===== config.mk =====
export PLATFORM = sky130hd
export DESIGN_NAME = periodic_task_dispatcher_top_flat
export DESIGN_NICKNAME = d
export VERILOG_FILES = /design/src/design/pdt_pkg.sv /design/src/design/pdt_if.sv /design/src/design/pdt_ctrl.sv /design/src/design/pdt_dp.sv /design/src/design/periodic_task_dispatcher_top.sv /design/src/flat_wrapper.sv
export SDC_FILE = /design/constraint.sdc
export NUM_CORES = 2
export LEC_CHECK = 0
export ABC_CLOCK_PERIOD_IN_PS = 13700
export BUFFER_PORTS_ARGS = -buffer_cell sky130_fd_sc_hd__buf_2
export CORE_MARGIN = 4
export CORE_UTILIZATION = 35
export DETAILED_ROUTE_END_ITERATION = 8
export GPL_TIMING_DRIVEN = 0
export HOLD_SLACK_MARGIN = 0.12
export PLACE_DENSITY = 0.49
export SLEW_MARGIN = 20
export SYNTH_ARGS = -nofsm -noshare
export SYNTH_HDL_FRONTEND = slang
export SYNTH_SLANG_ARGS = --single-unit

===== constraint.sdc =====
create_clock -name i_clk -period 13.7 [get_ports i_clk]
set_input_delay 1.37 -clock i_clk [delete_from_list [all_inputs] [get_ports i_clk]]
set_output_delay 1.37 -clock i_clk [all_outputs]
set_load 0.02 [all_outputs]

===== src/design/pdt_pkg.sv =====
// ----------------------------------------------------------------------------
// Periodic task dispatcher package
// Types, codes and constants shared by the controller and the datapath.
// ----------------------------------------------------------------------------
package pdt_pkg;

    localparam int MAX_SLOTS    = 8;
    localparam int SLOT_W       = $clog2(MAX_SLOTS);
    localparam int CNT_W        = $clog2(MAX_SLOTS + 1);
    localparam int MS_TO_US     = 1000;
    localparam int PCT_FULL     = 100;
    localparam int LATE_PERIODS = 3;
    localparam int WIN_MIN_MS   = 1000;
    localparam int PCT_W        = 7;
    localparam int PROD_W       = 32 + PCT_W;

    typedef enum logic [2:0] {
        OP_POLL   = 3'd0,
        OP_FINISH = 3'd1,
        OP_WINDOW = 3'd2,
        OP_ADD    = 3'd3,
        OP_SETPER = 3'd4,
        OP_READ   = 3'd5
    } t_op;

    typedef enum logic [1:0] {
        ST_OK      = 2'd0,
        ST_INVALID = 2'd1,
        ST_FULL    = 2'd2
    } t_status;

    typedef struct packed {
        logic load;
        logic exec;
        logic scan;
        logic fin1;
        logic fin2;
        logic wmul;
        logic w101;
        logic wcmp;
        logic div;
        logic publish;
    } t_cmd;

    typedef struct packed {
        t_op  op;
        logic id_valid;
        logic scan_done;
        logic win_short;
        logic win_fin;
        logic div_last;
        logic out_busy;
    } t_sts;

endpackage


===== src/design/pdt_if.sv =====
// ----------------------------------------------------------------------------
// Periodic task dispatcher channels
// Valid/ready channels for the op beat and the result beat.
// ----------------------------------------------------------------------------
interface pdt_in_if;
    logic        valid;
    logic        ready;
    logic [2:0]  op;
    logic [31:0] now_ms;
    logic [2:0]  task_id;
    logic [31:0] elapsed_us;
    logic [15:0] interval_ms;
    logic [15:0] offset_ms;

    modport source (output valid, op, now_ms, task_id, elapsed_us, interval_ms, offset_ms,
                    input ready);
    modport sink   (input valid, op, now_ms, task_id, elapsed_us, interval_ms, offset_ms,
                    output ready);
endinterface

interface pdt_out_if;
    logic        valid;
    logic        ready;
    logic [1:0]  status;
    logic        due_found;
    logic [2:0]  due_task;
    logic        overrun_now;
    logic [6:0]  cpu_pct;
    logic [31:0] run_count;
    logic [31:0] last_run_us;
    logic [31:0] worst_run_us;
    logic [31:0] overrun_count;
    logic [3:0]  slot_count;

    modport source (output valid, status, due_found, due_task, overrun_now, cpu_pct,
                    run_count, last_run_us, worst_run_us, overrun_count, slot_count,
                    input ready);
    modport sink   (input valid, status, due_found, due_task, overrun_now, cpu_pct,
                    run_count, last_run_us, worst_run_us, overrun_count, slot_count,
                    output ready);
endinterface


===== src/design/pdt_ctrl.sv =====
// ----------------------------------------------------------------------------
// Periodic task dispatcher controller
// Sequences one op through scan, finish, window and divide steps.
// ----------------------------------------------------------------------------
module pdt_ctrl (
    input  logic          i_clk,
    input  logic          i_rst_n,
    input  logic          i_valid,
    output logic          o_ready,
    input  pdt_pkg::t_sts i_sts,
    output pdt_pkg::t_cmd o_cmd
);
    import pdt_pkg::*;

    typedef enum logic [9:0] {
        S_IDLE   = 10'b00_0000_0001,
        S_DECODE = 10'b00_0000_0010,
        S_SCAN   = 10'b00_0000_0100,
        S_FIN1   = 10'b00_0000_1000,
        S_FIN2   = 10'b00_0001_0000,
        S_WMUL   = 10'b00_0010_0000,
        S_W101   = 10'b00_0100_0000,
        S_WCMP   = 10'b00_1000_0000,
        S_DIV    = 10'b01_0000_0000,
        S_DONE   = 10'b10_0000_0000
    } t_state;

    t_state r_state, n_state;

    assign o_ready = (r_state == S_IDLE);

    always_comb begin
        n_state = r_state;
        o_cmd   = '0;
        unique case (r_state)
            S_IDLE: begin
                if (i_valid) begin
                    o_cmd.load = 1'b1;
                    n_state    = S_DECODE;
                end
            end
            S_DECODE: begin
                o_cmd.exec = 1'b1;
                case (i_sts.op)
                    OP_POLL:   n_state = S_SCAN;
                    OP_FINISH: n_state = i_sts.id_valid ? S_FIN1 : S_DONE;
                    OP_WINDOW: n_state = S_WMUL;
                    default:   n_state = S_DONE;
                endcase
            end
            S_SCAN: begin
                o_cmd.scan = 1'b1;
                if (i_sts.scan_done) begin
                    n_state = S_DONE;
                end
            end
            S_FIN1: begin
                o_cmd.fin1 = 1'b1;
                n_state    = S_FIN2;
            end
            S_FIN2: begin
                o_cmd.fin2 = 1'b1;
                n_state    = S_DONE;
            end
            S_WMUL: begin
                o_cmd.wmul = 1'b1;
                n_state    = i_sts.win_short ? S_DONE : S_W101;
            end
            S_W101: begin
                o_cmd.w101 = 1'b1;
                n_state    = S_WCMP;
            end
            S_WCMP: begin
                o_cmd.wcmp = 1'b1;
                n_state    = i_sts.win_fin ? S_DONE : S_DIV;
            end
            S_DIV: begin
                o_cmd.div = 1'b1;
                if (i_sts.div_last) begin
                    n_state = S_DONE;
                end
            end
            S_DONE: begin
                // Hold the result until the output register is free.
                if (!i_sts.out_busy) begin
                    o_cmd.publish = 1'b1;
                    n_state       = S_IDLE;
                end
            end
            default: n_state = S_IDLE;
        endcase
    end

    always_ff @(posedge i_clk) begin
        if (!i_rst_n) begin
            r_state <= S_IDLE;
        end else begin
            r_state <= n_state;
        end
    end

endmodule


===== src/design/pdt_dp.sv =====
// ----------------------------------------------------------------------------
// Periodic task dispatcher datapath
// Slot table, statistics, window divider and the result register.
// ----------------------------------------------------------------------------
module pdt_dp (
    input  logic          i_clk,
    input  logic          i_rst_n,
    input  pdt_pkg::t_cmd i_cmd,
    output pdt_pkg::t_sts o_sts,
    input  logic [2:0]    i_op,
    input  logic [31:0]   i_now_ms,
    input  logic [2:0]    i_task_id,
    input  logic [31:0]   i_elapsed_us,
    input  logic [15:0]   i_interval_ms,
    input  logic [15:0]   i_offset_ms,
    input  logic          i_ready,
    output logic          o_valid,
    output logic [1:0]    o_status,
    output logic          o_due_found,
    output logic [2:0]    o_due_task,
    output logic          o_overrun_now,
    output logic [6:0]    o_cpu_pct,
    output logic [31:0]   o_run_count,
    output logic [31:0]   o_last_run_us,
    output logic [31:0]   o_worst_run_us,
    output logic [31:0]   o_overrun_count,
    output logic [3:0]    o_slot_count
);
    import pdt_pkg::*;

    localparam logic [2:0] DIV_TOP = 3'(PCT_W - 1);

    // Latched op beat.
    logic [2:0]        r_op;
    logic [31:0]       r_now, r_dt;
    logic [SLOT_W-1:0] r_id;
    logic [15:0]       r_per, r_phase;

    // Slot table.
    logic [15:0]          r_period [MAX_SLOTS];
    logic [31:0]          r_due    [MAX_SLOTS];
    logic [31:0]          r_runs   [MAX_SLOTS];
    logic [31:0]          r_last   [MAX_SLOTS];
    logic [31:0]          r_worst  [MAX_SLOTS];
    logic [31:0]          r_ovr    [MAX_SLOTS];
    logic [MAX_SLOTS-1:0] r_stat_ok;

    logic [CNT_W-1:0] r_used, r_scan;
    logic [31:0]      r_busy, r_wstart;
    logic [PCT_W-1:0] r_pct;

    // Window divider.
    logic [31:0]       r_win;
    logic [PROD_W-1:0] r_prod, r_win101, r_rem;
    logic [PCT_W-1:0]  r_q;
    logic [2:0]        r_k;

    // Pending result.
    t_status     r_res_status;
    logic        r_res_found, r_res_over;
    logic [2:0]  r_res_task;
    logic [31:0] r_res_runs, r_res_last, r_res_worst, r_res_ovr;

    logic        r_out_valid;
    logic [1:0]  r_o_status;
    logic        r_o_found, r_o_over;
    logic [2:0]  r_o_task;
    logic [6:0]  r_o_pct;
    logic [31:0] r_o_runs, r_o_last, r_o_worst, r_o_ovr;
    logic [3:0]  r_o_count;

    logic              id_valid, full;
    logic [SLOT_W-1:0] scan_idx;
    logic              scan_in, scan_hit;
    logic [31:0]       scan_gap;
    logic [15:0]       cur_per;
    logic [31:0]       cur_due, cur_runs, cur_last, cur_worst, cur_ovr;
    logic [25:0]       per_us;
    logic              fin_over;
    logic [17:0]       late_lim;
    logic [31:0]       late_gap;
    logic              realign;
    logic [31:0]       span;
    logic              win_short, win_fin;
    logic [PROD_W-1:0] trial;
    logic              div_fit;
    logic [PCT_W-1:0]  q_next;
    logic              win_commit;
    logic [PCT_W-1:0]  win_pct;

    assign id_valid = {1'b0, r_id} < r_used;
    assign full     = r_used >= CNT_W'(MAX_SLOTS);

    assign scan_idx = r_scan[SLOT_W-1:0];
    assign scan_in  = r_scan < r_used;
    assign scan_gap = r_now - r_due[scan_idx];
    assign scan_hit = scan_in && (r_period[scan_idx] != 16'd0) && !scan_gap[31];

    // Statistics never written since reset read as zero.
    assign cur_per   = r_period[r_id];
    assign cur_due   = r_due[r_id];
    assign cur_runs  = r_stat_ok[r_id] ? r_runs[r_id]  : 32'd0;
    assign cur_last  = r_stat_ok[r_id] ? r_last[r_id]  : 32'd0;
    assign cur_worst = r_stat_ok[r_id] ? r_worst[r_id] : 32'd0;
    assign cur_ovr   = r_stat_ok[r_id] ? r_ovr[r_id]   : 32'd0;

    assign per_us   = 26'(cur_per) * 26'(MS_TO_US);
    assign fin_over = r_dt > 32'(per_us);

    // A task more than three periods late has its deadline realigned to now plus one period.
    assign late_lim = 18'(cur_per) * 18'(LATE_PERIODS);
    assign late_gap = r_now - cur_due;
    assign realign  = !late_gap[31] && (late_gap > 32'(late_lim));

    assign span      = r_now - r_wstart;
    assign win_short = span < 32'(WIN_MIN_MS);
    // Quotient of 101 or more saturates, so the divider needs only seven steps.
    assign win_fin   = (r_win == 32'd0) || (r_prod >= r_win101);

    assign trial   = PROD_W'(r_win) << r_k;
    assign div_fit = r_rem >= trial;
    assign q_next  = r_q | (PCT_W'(div_fit) << r_k);

    always_comb begin
        win_commit = 1'b0;
        win_pct    = '0;
        if (i_cmd.wcmp && win_fin) begin
            win_commit = 1'b1;
            win_pct    = (r_win == 32'd0) ? '0 : PCT_W'(PCT_FULL);
        end else if (i_cmd.div && (r_k == 3'd0)) begin
            win_commit = 1'b1;
            win_pct    = q_next;
        end
    end

    assign o_sts.op        = t_op'(r_op);
    assign o_sts.id_valid  = id_valid;
    assign o_sts.scan_done = scan_hit || !scan_in;
    assign o_sts.win_short = win_short;
    assign o_sts.win_fin   = win_fin;
    assign o_sts.div_last  = (r_k == 3'd0);
    assign o_sts.out_busy  = r_out_valid && !i_ready;

    always_ff @(posedge i_clk) begin
        if (!i_rst_n) begin
            r_used      <= '0;
            r_stat_ok   <= '0;
            r_busy      <= '0;
            r_wstart    <= '0;
            r_pct       <= '0;
            r_out_valid <= 1'b0;
        end else begin
            if (i_cmd.publish) begin
                r_out_valid <= 1'b1;
            end else if (i_ready) begin
                r_out_valid <= 1'b0;
            end
            if (i_cmd.exec && (t_op'(r_op) == OP_ADD) && !full) begin
                r_used <= r_used + CNT_W'(1);
            end
            if (i_cmd.fin1) begin
                r_stat_ok[r_id] <= 1'b1;
                r_busy          <= r_busy + r_dt;
            end
            if (win_commit) begin
                r_pct    <= win_pct;
                r_busy   <= '0;
                r_wstart <= r_now;
            end
        end
    end

    always_ff @(posedge i_clk) begin
        if (i_cmd.load) begin
            r_op         <= i_op;
            r_now        <= i_now_ms;
            r_id         <= i_task_id;
            r_dt         <= i_elapsed_us;
            r_per        <= i_interval_ms;
            r_phase      <= i_offset_ms;
            r_res_status <= ST_OK;
            r_res_found  <= 1'b0;
            r_res_task   <= '0;
            r_res_over   <= 1'b0;
            r_res_runs   <= '0;
            r_res_last   <= '0;
            r_res_worst  <= '0;
            r_res_ovr    <= '0;
        end
        if (i_cmd.exec) begin
            case (t_op'(r_op))
                OP_POLL: r_scan <= CNT_W'(r_id);
                OP_FINISH: begin
                    if (!id_valid) begin
                        r_res_status <= ST_INVALID;
                    end
                end
                OP_ADD: begin
                    if (full) begin
                        r_res_status <= ST_FULL;
                    end else begin
                        r_period[r_used[SLOT_W-1:0]] <= r_per;
                        r_due[r_used[SLOT_W-1:0]]    <= r_now + 32'(r_phase);
                        r_res_task                   <= r_used[SLOT_W-1:0];
                    end
                end
                OP_SETPER: begin
                    if (!id_valid) begin
                        r_res_status <= ST_INVALID;
                    end else begin
                        r_period[r_id] <= r_per;
                        if (r_per != 16'd0) begin
                            r_due[r_id] <= r_now + 32'(r_per);
                        end
                    end
                end
                OP_READ: begin
                    if (!id_valid) begin
                        r_res_status <= ST_INVALID;
                    end else begin
                        r_res_runs  <= cur_runs;
                        r_res_last  <= cur_last;
                        r_res_worst <= cur_worst;
                        r_res_ovr   <= cur_ovr;
                    end
                end
                default: ;
            endcase
        end
        if (i_cmd.scan) begin
            if (scan_hit) begin
                r_res_found <= 1'b1;
                r_res_task  <= scan_idx;
            end else begin
                r_scan <= r_scan + CNT_W'(1);
            end
        end
        if (i_cmd.fin1) begin
            r_runs[r_id]  <= cur_runs + 32'd1;
            r_last[r_id]  <= r_dt;
            r_worst[r_id] <= (r_dt > cur_worst) ? r_dt : cur_worst;
            r_ovr[r_id]   <= fin_over ? cur_ovr + 32'd1 : cur_ovr;
            r_due[r_id]   <= cur_due + 32'(cur_per);
            r_res_over    <= fin_over;
        end
        if (i_cmd.fin2) begin
            if (realign) begin
                r_due[r_id] <= r_now + 32'(cur_per);
            end
            r_res_runs  <= cur_runs;
            r_res_last  <= cur_last;
            r_res_worst <= cur_worst;
            r_res_ovr   <= cur_ovr;
        end
        if (i_cmd.wmul) begin
            r_win  <= span * 32'(MS_TO_US);
            r_prod <= PROD_W'(r_busy) * PROD_W'(PCT_FULL);
        end
        if (i_cmd.w101) begin
            r_win101 <= PROD_W'(r_win) * PROD_W'(PCT_FULL + 1);
        end
        if (i_cmd.wcmp) begin
            r_rem <= r_prod;
            r_q   <= '0;
            r_k   <= DIV_TOP;
        end
        if (i_cmd.div) begin
            if (div_fit) begin
                r_rem <= r_rem - trial;
            end
            r_q <= q_next;
            r_k <= r_k - 3'd1;
        end
        if (i_cmd.publish) begin
            r_o_status <= r_res_status;
            r_o_found  <= r_res_found;
            r_o_task   <= r_res_task;
            r_o_over   <= r_res_over;
            r_o_pct    <= r_pct;
            r_o_runs   <= r_res_runs;
            r_o_last   <= r_res_last;
            r_o_worst  <= r_res_worst;
            r_o_ovr    <= r_res_ovr;
            r_o_count  <= r_used;
        end
    end

    assign o_valid         = r_out_valid;
    assign o_status        = r_o_status;
    assign o_due_found     = r_o_found;
    assign o_due_task      = r_o_task;
    assign o_overrun_now   = r_o_over;
    assign o_cpu_pct       = r_o_pct;
    assign o_run_count     = r_o_runs;
    assign o_last_run_us   = r_o_last;
    assign o_worst_run_us  = r_o_worst;
    assign o_overrun_count = r_o_ovr;
    assign o_slot_count    = r_o_count;

endmodule


===== src/design/periodic_task_dispatcher_top.sv =====
// Every op passes decode and done; finish on an added slot also passes fin1 and fin2,
// poll scans slots from the given id until a due slot or the table end, and a window
// close passes the multiply step, unless short the scale and compare steps, and unless
// saturated or empty the seven-step divider. One op is in flight at a time; the next
// beat is taken the cycle after the result is registered, and a stalled result delays it.
// Synchronous active-low reset clears the sequencer, slot count, window and stat flags.
// ----------------------------------------------------------------------------
// Periodic task dispatcher top level
// Joins the op sequencer and the slot datapath to the two channels.
// ----------------------------------------------------------------------------
module periodic_task_dispatcher_top (
    input logic        i_clk,
    input logic        i_rst_n,
    pdt_in_if.sink     i_task,
    pdt_out_if.source  o_res
);
    import pdt_pkg::*;

    t_cmd cmd;
    t_sts sts;
    logic ready;

    assign i_task.ready = ready;

    pdt_ctrl u_ctrl (
        .i_clk   (i_clk),
        .i_rst_n (i_rst_n),
        .i_valid (i_task.valid),
        .o_ready (ready),
        .i_sts   (sts),
        .o_cmd   (cmd)
    );

    pdt_dp u_dp (
        .i_clk           (i_clk),
        .i_rst_n         (i_rst_n),
        .i_cmd           (cmd),
        .o_sts           (sts),
        .i_op            (i_task.op),
        .i_now_ms        (i_task.now_ms),
        .i_task_id       (i_task.task_id),
        .i_elapsed_us    (i_task.elapsed_us),
        .i_interval_ms   (i_task.interval_ms),
        .i_offset_ms     (i_task.offset_ms),
        .i_ready         (o_res.ready),
        .o_valid         (o_res.valid),
        .o_status        (o_res.status),
        .o_due_found     (o_res.due_found),
        .o_due_task      (o_res.due_task),
        .o_overrun_now   (o_res.overrun_now),
        .o_cpu_pct       (o_res.cpu_pct),
        .o_run_count     (o_res.run_count),
        .o_last_run_us   (o_res.last_run_us),
        .o_worst_run_us  (o_res.worst_run_us),
        .o_overrun_count (o_res.overrun_count),
        .o_slot_count    (o_res.slot_count)
    );

endmodule


===== src/flat_wrapper.sv =====
// flat-port wrapper written by rule: the top's interface ports become plain ports
module periodic_task_dispatcher_top_flat import pdt_pkg::*;
  (i_clk, i_rst_n, i_task_valid, i_task_op, i_task_now_ms, i_task_task_id, i_task_elapsed_us, i_task_interval_ms, i_task_offset_ms, i_task_ready, o_res_valid, o_res_status, o_res_due_found, o_res_due_task, o_res_overrun_now, o_res_cpu_pct, o_res_run_count, o_res_last_run_us, o_res_worst_run_us, o_res_overrun_count, o_res_slot_count, o_res_ready);
  pdt_in_if i_task_i ();
  pdt_out_if o_res_i ();
  input logic i_clk;
  input logic i_rst_n;
  input wire logic [$bits(i_task_i.valid)-1:0] i_task_valid;
  input wire logic [$bits(i_task_i.op)-1:0] i_task_op;
  input wire logic [$bits(i_task_i.now_ms)-1:0] i_task_now_ms;
  input wire logic [$bits(i_task_i.task_id)-1:0] i_task_task_id;
  input wire logic [$bits(i_task_i.elapsed_us)-1:0] i_task_elapsed_us;
  input wire logic [$bits(i_task_i.interval_ms)-1:0] i_task_interval_ms;
  input wire logic [$bits(i_task_i.offset_ms)-1:0] i_task_offset_ms;
  output wire logic [$bits(i_task_i.ready)-1:0] i_task_ready;
  output wire logic [$bits(o_res_i.valid)-1:0] o_res_valid;
  output wire logic [$bits(o_res_i.status)-1:0] o_res_status;
  output wire logic [$bits(o_res_i.due_found)-1:0] o_res_due_found;
  output wire logic [$bits(o_res_i.due_task)-1:0] o_res_due_task;
  output wire logic [$bits(o_res_i.overrun_now)-1:0] o_res_overrun_now;
  output wire logic [$bits(o_res_i.cpu_pct)-1:0] o_res_cpu_pct;
  output wire logic [$bits(o_res_i.run_count)-1:0] o_res_run_count;
  output wire logic [$bits(o_res_i.last_run_us)-1:0] o_res_last_run_us;
  output wire logic [$bits(o_res_i.worst_run_us)-1:0] o_res_worst_run_us;
  output wire logic [$bits(o_res_i.overrun_count)-1:0] o_res_overrun_count;
  output wire logic [$bits(o_res_i.slot_count)-1:0] o_res_slot_count;
  input wire logic [$bits(o_res_i.ready)-1:0] o_res_ready;
  assign i_task_i.valid = i_task_valid;
  assign i_task_i.op = i_task_op;
  assign i_task_i.now_ms = i_task_now_ms;
  assign i_task_i.task_id = i_task_task_id;
  assign i_task_i.elapsed_us = i_task_elapsed_us;
  assign i_task_i.interval_ms = i_task_interval_ms;
  assign i_task_i.offset_ms = i_task_offset_ms;
  assign i_task_ready = i_task_i.ready;
  assign o_res_valid = o_res_i.valid;
  assign o_res_status = o_res_i.status;
  assign o_res_due_found = o_res_i.due_found;
  assign o_res_due_task = o_res_i.due_task;
  assign o_res_overrun_now = o_res_i.overrun_now;
  assign o_res_cpu_pct = o_res_i.cpu_pct;
  assign o_res_run_count = o_res_i.run_count;
  assign o_res_last_run_us = o_res_i.last_run_us;
  assign o_res_worst_run_us = o_res_i.worst_run_us;
  assign o_res_overrun_count = o_res_i.overrun_count;
  assign o_res_slot_count = o_res_i.slot_count;
  assign o_res_i.ready = o_res_ready;
  periodic_task_dispatcher_top u_core (.i_clk(i_clk), .i_rst_n(i_rst_n), .i_task(i_task_i), .o_res(o_res_i));
endmodule

=== Word level (Yosys, flattened, before mapping) ===
Memory sizes are Yosys's and may differ from the RTL's. A register that Yosys moved wholly into a read port is not among the register bits.
Index checks and enable logic that the tools add are counted.
W data, S select, Z words.

* Input bits: 106
* Flip-flop bits (word level): 632
* Output and inout port bits: 148
* Bits in writable memories: 1408
* Memories kept: 6
* Logic and storage cells: 246
* Bits in latches: 0
* Memory bits (read-only): 0

* Equal/unequal tests: 19
* Div/mod/pow operators: 0
* Order comparisons: 11
* Mux-type cells: 117
* Add/sub/neg operators: 14
* Shift operators: 2
* Bitwise gates (word level): 5
* Multiply operators: 5
* Reduce and logical (&&, ||, !) cells: 29

{| class="wikitable"
|+ Memory list
! name !! depth !! width !! rd ports !! clocked after Yosys merged registers in !! write ports !! RTL line !! RTL
|-
| u_core.u_dp.r_due || 8 || 32 || 2 || 2 || 1 || pdt_dp.sv:41 || <nowiki>logic [31:0] r_due [MAX_SLOTS];</nowiki>
|-
| u_core.u_dp.r_last || 8 || 32 || 1 || 1 || 1 || pdt_dp.sv:43 || <nowiki>logic [31:0] r_last [MAX_SLOTS];</nowiki>
|-
| u_core.u_dp.r_ovr || 8 || 32 || 1 || 1 || 1 || pdt_dp.sv:45 || <nowiki>logic [31:0] r_ovr [MAX_SLOTS];</nowiki>
|-
| u_core.u_dp.r_runs || 8 || 32 || 1 || 1 || 1 || pdt_dp.sv:42 || <nowiki>logic [31:0] r_runs [MAX_SLOTS];</nowiki>
|-
| u_core.u_dp.r_worst || 8 || 32 || 1 || 1 || 1 || pdt_dp.sv:44 || <nowiki>logic [31:0] r_worst [MAX_SLOTS];</nowiki>
|-
| u_core.u_dp.r_period || 8 || 16 || 2 || 2 || 1 || pdt_dp.sv:40 || <nowiki>logic [15:0] r_period [MAX_SLOTS];</nowiki>
|}

{| class="wikitable"
|+ Operators with widths
! cell !! number
|-
| $mux W32 || 29
|-
| $add A32 B16 Y32 || 4
|-
| $mux W39 || 3
|-
| $pmux W10 S10 || 1
|-
| $sub A32 B32 Y32 || 3
|-
| $ge A39 B39 Y1 || 2
|-
| $mux W10 || 7
|-
| $add A32 B1 Y32 const B || 2
|-
| $mux W3 || 16
|-
| $mux W1 || 43
|-
| $shl A32 B3 Y39 || 1
|-
| $sub A39 B39 Y39 || 1
|-
| $mul A32 B5 Y37 const B || 1
|-
| $mul A29 B7 Y36 const B || 1
|-
| $mux W7 || 5
|-
| $add A32 B32 Y32 || 1
|-
| $gt A32 B18 Y1 || 1
|-
| $gt A32 B26 Y1 || 1
|-
| $gt A32 B32 Y1 || 1
|-
| $logic_not A32 Y1 || 1
|-
| $lt A32 B10 Y1 const B || 1
|-
| $mul A32 B7 Y29 const B || 1
|-
| $reduce_bool A16 Y1 || 2
|-
| $reduce_or A32 Y1 || 1
|-
| 45 further kinds || 73
|}

=== Longest topological paths before layout ===
* Depth after elaboration: 10
* Mapped depth: 45
* Mapped depth without buffers: 33

=== Hierarchy ===
A second synthesis with hierarchy kept.

* Cell total of the unflattened synthesis: 8191
* Area total of the unflattened synthesis: 110817.5 µm²

{| class="wikitable"
|+ By module, submodules not included
! module !! cells each !! sequential area each (µm²) !! area an instance (µm²) !! times used
|-
| pdt_dp || 8100 || 58436.0 || 110060.6 || 1
|-
| pdt_ctrl || 91 || 200.2 || 757.0 || 1
|}

=== Least setup slack after synthesis ===
No wires, ideal clock.

* Kind: register -> register
* Start point: reg u_core.u_ctrl.r_state[9]
* End point: mem u_core.u_dp.r_last[0][0] (enable)
* Data arrival time: 13.799 ns
* Buffers on the path: 2
* Period minus slack after synthesis: 14.731 ns
* Required time: 12.768 ns
* Stages on the path, launching flop included: 7
* Library setup time: 0.932 ns
* Slack: -1.031 ns
* Cells stage by stage: dfxtp_1 > nor4_1 > nand3_1 > or3b_2 > clkbuf_1 > clkbuf_1 > nor4_1

* Cells in the longest elaborated chain, start to end: 4

{| class="wikitable"
|+ RTL lines
! what !! RTL line !! RTL
|-
| start: declaration || pdt_ctrl.sv:28 || <nowiki>t_state r_state, n_state;</nowiki>
|-
| start signal: assignment || pdt_ctrl.sv:98 || <nowiki>r_state <= n_state;</nowiki>
|-
| $eq A10 B4 Y1 || pdt_ctrl.sv:35 || <nowiki>unique case (r_state)</nowiki>
|-
| $mux W1 || pdt_ctrl.sv:35 ||
|-
| $mux W1 || pdt_dp.sv:238 || <nowiki>if (i_cmd.fin1) begin</nowiki>
|-
| $mux W1 (not written as such) || pdt_dp.sv:240 || <nowiki>r_last[r_id] <= r_dt;</nowiki>
|-
| end: declaration || pdt_dp.sv:43 ||
|}

No other way between the ends.

==> flow_summary_export.csv <==
group,metric,value,unit
run_status,status,"finished clean",
critical_path,criticalPathCategory,"reg2reg",
synth,synthesis.area,0.108,mm2
placement,hpwlAfterDp,254000,um
floorplan,die_h,563,um
clocking,cts_buffer_depth,4,
critical_path,critical_path.startpoint_type,"flip-flop",
drt,detail_route.wirelength.met1,143000,um
drt,drt-pass1-iter-count,6,
clocking,tritoncts_clock_tree,"yes",
layout,drive_above_1_share,17.2,%
hold_path,hold-path-endpoint,"u_core.u_dp.o_worst_run_us[8]",
power_and_ir_drop,p_leak,46.5,nW
synth,post_synth_main_area_contributors,"sky130_fd_sc_hd__edfxtp_1, sky130_fd_sc_hd__mux4_2, sky130_fd_sc_hd__ha_1",
drt,detailroute.wirelength.met2,159000,um
grt,congestion_overflow_gr,0,
sta,timing.slew.headroom,16.4,%
power_and_ir_drop,power.ir.vdd_worst,0.000385,V
synth,synth_most_common_cell,"sky130_fd_sc_hd__edfxtp_1",
synth,synth_top_cell_by_area,"sky130_fd_sc_hd__edfxtp_1",
drt,dr_drc_count,0,
hold_path,worstHoldStart,"u_core.u_dp.r_res_worst[8]",
synth,synthesis.instances,7954,
critical_path,critPathCaptureType,"flip-flop",
sta,rsz_0062_raised_after_global_routing,"false",
sta,timing.clock.skew,0.117,ns
critical_path,timing.critical_path.slowest_stage_cell,"sky130_fd_sc_hd__mux2i_1",
synth,synth_area_per_cell,13.5,um2
layout,finalNonFillerCells,12900,
synth,mappedNetlistNets,8970,
sta,setup_viol_count_final,0,
drt,routed-wl-met3,17200,um
synth,post-synth-top-area-fraction,49.4,%
drt,finalWirelength,331000,um
clocking,cts_buffer_count,224,
placement,gp_routability_congestion,0.896,
power_and_ir_drop,totalPowerFinal,26.1,mW
placement,dpl_worst_slack,-2.38,ns
synth,synth_enable_flop_cells,1772,
clocking,clk_latency,0.94,ns
floorplan,design.portCount,254,
critical_path,end_of_the_worst_register_to_register_path,"u_core.u_dp.r_ovr[1][21]",
hold_path,min_path_type,"reg2reg",
floorplan,total_die_area,0.316,mm2
critical_path,critical_path_arrival,13.76,ns
power_and_ir_drop,cellPowerDensity,210,mW/mm2
sta,setup_ws,0.592,ns
critical_path,cpPeakStageDelay,0.94,ns
layout,num-nets-final,9630,
sta,setup-tns-final,0,ns
synth,postSynth.asyncResetShare,0,%
layout,post-route-util,40.7,%
job,cap_viol_max_count,0,
layout,fillers,28400,
sta,final_max_slew_viol_count,0,
clocking,htreeDepth,4,
synth,synth-warning-count,0,
layout,area.growth.synth_to_final,15.7,%
grt,grt_first_pass_wirelength,480000,um
sta,period_needed,13.11,ns
grt,pin_count_of_the_biggest_net_entering_global_routing,53,
critical_path,path_max_fanout,19,
clocking,cts_root_buffer,"sky130_fd_sc_hd__clkbuf_16",
synth,number_of_flip_flops_and_latches_in_the_synthesized_netlist,2043,
synth,ys_types,101,
drt,num_vias,68600,
grt,grt_pass1_vias,69500,
drt,dr.max_layer_used,"met4",
sta,finalHoldViolCount,0,
critical_path,regToRegSetupSlack,0.59,ns
clocking,clkTransAtPathRegs,0.06,ns
drt,drt_iter0_drc,5587,
floorplan,initial_core_util,35.2,%
floorplan,die_width,563,um
floorplan,row_count,203,
critical_path,timing.critical_path.required,14.35,ns
drt,ant_nets,0,
hold_path,hold-path-cell-count,0,
clocking,clkSinkCount,2043,
synth,synth_seq_area_share,54.5,%
synth,yosys_most_used_dff,"sky130_fd_sc_hd__edfxtp_1",
placement,numPortBuffers,253,
synth,synth.cells.most_frequent,"sky130_fd_sc_hd__edfxtp_1, sky130_fd_sc_hd__inv_1, sky130_fd_sc_hd__ha_1",
sta,post-route-period-util,95.7,%
critical_path,worst_path_most_repeated_cell,"sky130_fd_sc_hd__buf_2",
drt,avgViaCountPerCell,5.31,
placement,dpl-instance-area,0.117,mm2
layout,final_area,0.125,mm2
sta,worst_pin_slew,1.25,ns
drt,route.detailed.wl_per_inst,25.6,um
sta,max_freq,76.3,MHz
grt,grtUsageTotal,20.5,%
floorplan,floorplan_core_area,0.306,mm2
placement,dpl.cell_count,12500,
critical_path,ff2ff_path_depth,39,
sta,timing.hold.ws,0.384,ns
grt,antenna_violations_before_repair,24,
cell families after synthesis:
group / after synthesis / share of synthesized area (%)
AND/OR/NAND/NOR: 1533 / 6.97
AO/OA/AOI/OAI: 1275 / 7.37
XOR/XNOR: 348 / 2.83
multiplexers: 762 / 12.2
buffers and inverters: 1083 / 3.95
adder cells (fa/ha/maj): 910 / 12.2
flip-flops: 2043 / 54.5
what timing repair did:
action                     CTS  global route
buffers inserted             1             0
setup endpoints to repair  750           214
pin swaps                    0             0
gates resized for setup     24            13
hold endpoints to repair     0             0
hold buffers                 0             0
worst max path at each step:
stage / startpoint / to / slack [ns] / cells after the start
final: flip-flop / u_core.u_dp.r_ovr[1][21] / 0.59 / 39
after global routing: flip-flop / u_core.u_dp.r_ovr[7][19] / 0.02 / 42
after CTS: flip-flop / u_core.u_dp.r_ovr[7][19] / 0.01 / 45
after detailed placement: flip-flop / u_core.u_dp.r_ovr[7][15] / -2.38 / 43
after global placement: u_core.u_ctrl.r_state[9] / u_core.u_dp.r_last[1][11] / -10.24 / 5
after floorplan: u_core.u_ctrl.r_state[9] / u_core.u_dp.r_last[6][0] / 2.54 / 6
cells in the final DEF, fill, tap and decap left out, types with 26 or more instances in the layout:
cell,netlist,final
sky130_fd_sc_hd__fa_1,227,227
sky130_fd_sc_hd__buf_2,52,301
sky130_fd_sc_hd__nor2_1,314,307
sky130_fd_sc_hd__ha_1,683,683
sky130_fd_sc_hd__nand2_1,471,471
sky130_fd_sc_hd__buf_12,2,30
sky130_fd_sc_hd__o21bai_1,28,28
sky130_fd_sc_hd__a21oi_1,370,362
sky130_fd_sc_hd__mux2i_1,253,246
sky130_fd_sc_hd__clkbuf_16,0,224
sky130_fd_sc_hd__mux4_2,418,418
sky130_fd_sc_hd__buf_16,0,28
sky130_fd_sc_hd__nand3_1,172,172
sky130_fd_sc_hd__o22ai_1,26,26
sky130_fd_sc_hd__nand2b_1,59,59
sky130_fd_sc_hd__a31oi_1,35,35
sky130_fd_sc_hd__buf_1,36,28
sky130_fd_sc_hd__clkbuf_1,158,182
sky130_fd_sc_hd__xnor2_1,222,220
sky130_fd_sc_hd__xor2_1,126,122
sky130_fd_sc_hd__a21o_1,130,130
sky130_fd_sc_hd__buf_4,8,114
sky130_fd_sc_hd__and3_1,37,37
sky130_fd_sc_hd__nor2b_1,56,55
sky130_fd_sc_hd__o21ai_0,359,352
sky130_fd_sc_hd__inv_1,818,818
sky130_fd_sc_hd__a211oi_1,49,44
sky130_fd_sc_hd__o21a_1,67,67
sky130_fd_sc_hd__or2_2,27,27
sky130_fd_sc_hd__edfxtp_1,1772,1772
sky130_fd_sc_hd__nand4_1,71,71
sky130_fd_sc_hd__or3_1,48,48
sky130_fd_sc_hd__dfxtp_1,271,271
sky130_fd_sc_hd__nor3_1,110,105
sky130_fd_sc_hd__clkinv_2,0,48
sky130_fd_sc_hd__mux2_2,77,77
sky130_fd_sc_hd__buf_6,6,33
sky130_fd_sc_hd__nor4_1,52,48
worst max-delay path: cells and delay by family, from the launching register on:
family          cells  cell delay [ns]
compound gates     10             2.11
xor+xnor            2             0.59
fa+ha+maj           6             2.65
buf+inv            13             4.47
flops               1             0.38
mux                 1             0.94
simple gates        7             1.54
cell type report:
class / instances / area (um2) / share of cell area [%]
flip-flops and latches: 2043 / 58600 / 47.1
repair buffers: 439 / 3670 / 2.95
inverters: 820 / 3080 / 2.48
plain buffers: 258 / 1220 / 0.982
diodes: 11 / 27.5 / 0.0221
clock inverters: 124 / 1480 / 1.19
multi-input cells: 4828 / 45200 / 36.3
well taps: 4100 / 5130 / 4.12
clock buffers: 294 / 6080 / 4.88
state kept, by name, indices dropped and copies added, names as in the netlist, 36 cells and up, named ones only:
name                  flops
u_core.u_dp.r_due       256
u_core.u_dp.r_last      256
u_core.u_dp.r_ovr       256
u_core.u_dp.r_runs      256
u_core.u_dp.r_worst     256
u_core.u_dp.r_period    128
u_core.u_dp.r_rem        39
u_core.u_dp.r_prod       37
u_core.u_dp.r_win101     36
routing by layer:
layer | up-vias | GRT usage (%)
met5 | - | 0
met4 | 0 | 6.62
met3 | 427 | 2.98
li1 | 31100 | -
met1 | 35300 | 27.6
met2 | 1853 | 34.3
where the power goes:
| part | internal [mW] | switching [mW] |
|---|---|---|
| Sequential | 7.16 | 0.199 |
| Clock | 3.58 | 2.62 |
| Combinational | 5.23 | 7.31 |
| Total | 16.0 | 10.1 |
No activity file was read; power rests on OpenSTA's default activity.
